--- src/rtl/hvn_pkg.sv ---
// Shared constants and types for the heightmap vertex normal block.
// No dependencies; the modules and the bench import this package, the interfaces do not.
package hvn_pkg;

  localparam int CFG_IDX_W      = 8;
  localparam int CFG_DATA_W     = 16;
  localparam int HEIGHT_W       = 8;
  localparam int SCALED_W       = 24;  // 255 * 65535 fits
  localparam int VEC_W          = SCALED_W + 1;
  localparam int FACES          = 6;
  localparam int FACE_FRAC_BITS = 28;
  localparam int SUM_COMP_W     = 32;  // six unit vectors of 2^28
  localparam int NFB_DEFAULT    = 14;
  localparam int OUT_W          = 16;
  localparam int COUNT_W        = 3;
  localparam int SQ_W           = 64;
  localparam int ROOT_W         = 32;
  localparam int SQRT_STEPS     = 32;

  localparam logic [CFG_IDX_W-1:0] CFG_CELL_DISTANCE = 8'd0;
  localparam logic [CFG_IDX_W-1:0] CFG_HEIGHT_SCALE  = 8'd1;
  localparam logic [CFG_DATA_W-1:0] CELL_DISTANCE_RST = 16'd256;
  localparam logic [CFG_DATA_W-1:0] HEIGHT_SCALE_RST  = 16'd256;
  localparam logic [7:0] HEIGHT_DENOM = 8'd255;

  typedef struct packed {
    logic [HEIGHT_W-1:0] h_center;
    logic [HEIGHT_W-1:0] h_left;
    logic [HEIGHT_W-1:0] h_right;
    logic [HEIGHT_W-1:0] h_up;
    logic [HEIGHT_W-1:0] h_down;
    logic [HEIGHT_W-1:0] h_up_right;
    logic [HEIGHT_W-1:0] h_down_left;
    logic                has_left;
    logic                has_right;
    logic                has_up;
    logic                has_down;
  } vtx_t;

  typedef struct packed {
    logic en;
    logic valid;
  } pipe_ctl_t;

endpackage

--- src/rtl/hvn_face.sv ---
// Front end: scaled heights and pitch, then the six face vectors.
// Depends on hvn_pkg. Two register stages.
module hvn_face (
  input  logic                                     clk,
  input  logic                                     rst,
  input  hvn_pkg::pipe_ctl_t                       ctl,
  input  hvn_pkg::vtx_t                            vtx,
  input  logic [15:0]                              cell_distance,
  input  logic [15:0]                              height_scale,
  output logic                                     out_valid,
  output logic [5:0][2:0][hvn_pkg::VEC_W-1:0]     vec,
  output logic [hvn_pkg::COUNT_W-1:0]             count
);
  import hvn_pkg::*;

  logic [SCALED_W-1:0] hv, hl, hr, hu, hd, hur, hdl, pitch;
  logic [FACES-1:0]    fon;
  logic [COUNT_W-1:0]  cnt1;
  logic                v1;

  always_ff @(posedge clk) begin
    if (rst) begin
      v1 <= 1'b0;
    end else if (ctl.en) begin
      v1 <= ctl.valid;
    end
  end

  always_ff @(posedge clk) begin
    if (ctl.en) begin
      hv    <= vtx.h_center * height_scale;
      hl    <= vtx.h_left * height_scale;
      hr    <= vtx.h_right * height_scale;
      hu    <= vtx.h_up * height_scale;
      hd    <= vtx.h_down * height_scale;
      hur   <= vtx.h_up_right * height_scale;
      hdl   <= vtx.h_down_left * height_scale;
      pitch <= cell_distance * HEIGHT_DENOM;
      fon[0] <= vtx.has_right & vtx.has_down;
      fon[1] <= vtx.has_left & vtx.has_down;
      fon[2] <= vtx.has_left & vtx.has_down;
      fon[3] <= vtx.has_up & vtx.has_right;
      fon[4] <= vtx.has_up & vtx.has_right;
      fon[5] <= vtx.has_up & vtx.has_left;
      cnt1  <= COUNT_W'(vtx.has_right & vtx.has_down)
             + COUNT_W'({vtx.has_left & vtx.has_down, 1'b0})
             + COUNT_W'({vtx.has_up & vtx.has_right, 1'b0})
             + COUNT_W'(vtx.has_up & vtx.has_left);
    end
  end

  // Every face reduces to (height diff, pitch, height diff).
  logic [5:0][2:0][VEC_W-1:0] vec_next;
  logic [VEC_W-1:0] p;

  function automatic logic [VEC_W-1:0] dif(input logic [SCALED_W-1:0] a,
                                           input logic [SCALED_W-1:0] b);
    return {1'b0, a} - {1'b0, b};
  endfunction

  always_comb begin
    p = {1'b0, pitch};
    vec_next[0] = {dif(hd, hv),  p, dif(hv, hr)};
    vec_next[1] = {dif(hdl, hl), p, dif(hl, hv)};
    vec_next[2] = {dif(hd, hv),  p, dif(hdl, hd)};
    vec_next[3] = {dif(hv, hu),  p, dif(hu, hur)};
    vec_next[4] = {dif(hr, hur), p, dif(hv, hr)};
    vec_next[5] = {dif(hv, hu),  p, dif(hl, hv)};
    for (int f = 0; f < FACES; f++) begin
      if (!fon[f] || pitch == '0) begin
        vec_next[f] = '0;
      end
    end
  end

  always_ff @(posedge clk) begin
    if (rst) begin
      out_valid <= 1'b0;
    end else if (ctl.en) begin
      out_valid <= v1;
    end
  end

  always_ff @(posedge clk) begin
    if (ctl.en) begin
      vec   <= vec_next;
      count <= cnt1;
    end
  end

endmodule

--- config.mk ---
export PLATFORM = sky130hd
export DESIGN_NAME = hvn_face
export DESIGN_NICKNAME = d
export VERILOG_FILES = /design/src/rtl/hvn_pkg.sv /design/src/rtl/hvn_face.sv
export SDC_FILE = /design/constraint.sdc
export NUM_CORES = 2
export LEC_CHECK = 0
export ABC_AREA = 0
export BUFFER_PORTS_ARGS = -buffer_cell sky130_fd_sc_hd__clkbuf_2
export CAP_MARGIN = 5
export CORE_MARGIN = 10
export CORE_UTILIZATION = 35
export CTS_BUF_LIST = sky130_fd_sc_hd__clkbuf_4 sky130_fd_sc_hd__clkbuf_8
export DETAILED_ROUTE_END_ITERATION = 8
export SETUP_SLACK_MARGIN = 0.4
export SYNTH_ARGS = -nofsm -noshare
export SYNTH_HDL_FRONTEND = slang
export SYNTH_SLANG_ARGS = --single-unit
export TNS_END_PERCENT = 1
--- constraint.sdc ---
create_clock -name clk -period 7.5 [get_ports clk]
set_input_delay 0 -clock clk [delete_from_list [all_inputs] [get_ports clk]]
set_output_delay 0 -clock clk [all_outputs]
set_load 0.005 [all_outputs]
==> flow_metrics.tcl <==
set metrics [dict create \
    route.vias.total 44990 \
    leakagePower_nw 32.53 \
    htreeDepth 3 \
    maxSlewViolCount 0 \
    seq_area_um2 18000 \
    startpoint_type "input port" \
    cts_max_path_buffers 3 \
    grt_pass1_wl_mm 281.5 \
    fp.dieArea_um2 193000 \
    antenna_found_initial 26 \
    ir_worst_vdd_v 0.0002164 \
    routed_wl_mm 185.8 \
    max_freq_mhz 202.5 \
    yosysUniqueCellTypes 82 \
    nets 7900 \
    holdWs_ns 0.1274 \
    fin_setup_tns_ns 0 \
    status "complete, no violations" \
    cts_root_buffer "clkbuf_8" \
    yosysMostFrequentCell "inv_1" \
    max-slew-margin-rel 0.2577 \
    synth_area_leaders "edfxtp_1 29%, fa_1 22%, ha_1 11%, and2_1 8.0%, inv_1 5.7%" \
    first_pass_iters 6 \
    path_cells "dlygate4sd3_1 > clkbuf_2 > buf_4 > nand2_1 > fa_1 > fa_1 > inv_1 > fa_1 > inv_1 > fa_1 > inv_1 > ha_1 > a21boi_0 > or4_1 > a21oi_1 > o21ai_1 > mux2i_1 > a2111oi_0" \
    synth_edf_count 598 \
    grt_pass1_vias 46320 \
    worst-setup-path-type "input port to register" \
    synth_top_area_cell "edfxtp_1" \
    cts_sinks 600 \
    rsz0062_at_grt "false" \
    rows 153 \
    max_stage_delay_ns 0.58 \
    cp.required_ns 8.12 \
    multi_input_area_um2 38780 \
    crit_fanout 33 \
    dp_hpwl_mm 149.3 \
    layoutNonFillerInstCount 9016 \
    power_density_nw_per_um2 437.2 \
    vias_per_cell 4.989 \
    core_um2 174400 \
    async_flop_share 0 \
    timing.max_cap.violations 0 \
    crit_buf_inv 6 \
    fin_crit_sh 0.6584 \
    synth_top_cell_area_share 0.2918 \
    yosysWarnings 0 \
    ys_seq_area_frac 0.2924 \
    endpoint_kind "register" \
    cp_slowest_cell "dlygate4sd3_1" \
    die_y_um 439.3 \
    total_power_w 0.03007 \
    synth_ff_type "edfxtp_1" \
    area_delta_synth_final_pct 11.76 \
    skew_ns 0.05737 \
    drc 0 \
    synth_cells 6155 \
    placed_cells 8782 \
    antenna_left 0 \
    initial_core_util 0.3529 \
    drive_gt1_frac 0.1168 \
    cp_data_arrival_time_ns 5.56 \
    postCtsSetupBuffers 0 \
    numCtsBuffers 98 \
    ioPinCount 550 \
    cts_tree "built" \
    setup_viol 0 \
    portBuffers 543 \
    grt_use_total 0.1886 \
    crit_family "adder cells" \
    fin_crit_ns 4.938 \
    insertion_delay_ns 0.85 \
    tightest_slew_ns 1.113 \
    crit_top_cell "fa_1" \
    nFillCells 17090 \
    synth_area_um2 61540 \
    path_clk_slew_ns 0.06 \
    hold_viol_final 0 \
    postSynthAreaPerCell_um2 9.998 \
    place.gp.congestion 0.9040 \
    grt_max_degree 160 \
    dieWidth_um 439.3 \
    synth_common_cells "938 x inv_1, 783 x and2_1, 667 x fa_1" \
    ys_ff_latch 600 \
    drt-wirelength-per-cell_um 20.60 \
    grt_overflow 0 \
    hold_path.class "input port to register" \
    drtIter0Drc 2969 \
]
-- state kept, by name, summed over array words and instances, names as in the netlist --
name / cells
cnt1: 3
count: 3
fon: 4
hd: 24
hdl: 24
hl: 24
hr: 24
hu: 24
hur: 24
hv: 24
out_valid: 1
pitch: 24
v1: 1
vec: 396
-- cell type report --
type                    count  share of cell area
multi-input cells        4335              0.5638
diodes                     20           0.0007277
clock buffers             127             0.02278
flip-flops and latches    600              0.2617
inverters                 938             0.05119
clock inverters            52            0.007714
well taps                2325             0.04230
repair buffers            619             0.04977
-- power breakdown --
part	internal, W	leakage, nW	switching (W)
clock	0.00167	1.09	0.00146
sequential	0.00600	6.07	0.00120
combinational	0.00794	25.4	0.0118
total	0.0156	32.5	0.0145
-- stage by stage --
step,util,setup slack (ns),cell area (µm²)
3_5_place_dp,0.3800,1.949,66280
6_report,0.3944,2.562,68780
3_3_place_gp,0.3800,2.016,66280
5_1_grt,0.3943,2.311,68760
4_1_cts,0.3941,2.624,68730
2_1_floorplan,-,2.811,61560
-- timing repair --
item	in CTS	in global routing
resized for setup	0	0
hold buffers	35	0
hold endpoints to repair	140	0
-- path summary, 6_finish.rpt --
check | from | to | slack, ns | cells past startpoint
max | height_scale[0] | hv[23]$_DFFE_PP_ | 2.56 | 18
max reg2reg | hv[1]$_DFFE_PP_ | vec[221]$_SDFFCE_PP0P_ | 3.92 | 10
min reg2reg | cnt1[0]$_DFFE_PP_ | count[0]$_DFFE_PP_ | 0.42 | 0
min | vtx[22] | hd[2]$_DFFE_PP_ | 0.13 | 4
-- cells by family (layout without fill, tap and decap cells) --
logic type,after synthesis,count (layout),synth area share
flip-flops,600,600,0.2924
other,1,26,0.00006094
buffers and inverters,1225,1736,0.07805
adder cells (fa/ha/maj),1212,1212,0.3278
XOR/XNOR,290,290,0.04127
AND/OR/NAND/NOR,1886,1886,0.1611
AO/OA/AOI/OAI,931,931,0.09767
multiplexers,10,10,0.001627
-- layer usage --
layer | wire (µm) | share of wire | track usage | vias to the layer above
met5 | 116 | 0.00062 | 0 | -
met4 | 6140 | 0.033 | 0.06579 | 20
met3 | 11810 | 0.064 | 0.03194 | 234
met2 | 91640 | 0.49 | 0.3268 | 1273
met1 | 76060 | 0.41 | 0.2359 | 22430
li1 | - | - | - | 21030
-- placed cells by master, fill, tap and decap left out, types with 45 or more instances in the layout --
cell type / instances
and3_1: 89
fa_1: 667
edfxtp_1: 598
nor2_1: 390
o21bai_1: 46
o21ai_0: 153
o21a_1: 50
clkbuf_8: 98
xnor2_1: 178
clkbuf_2: 542
nand2_1: 332
and2_1: 783
a21o_1: 154
nand2b_1: 50
xor2_1: 112
ha_1: 545
nor3_1: 45
a21oi_1: 287
nand3_1: 53
inv_1: 938
-- tightest hold or removal path: cells and delay by family --
kind                       cells  cell delay, ns
and+or+nand+nor                1            0.20
adders and majority gates      2            0.28
buffers and inverters          1            0.36
(Power assumes the default switching activity.)
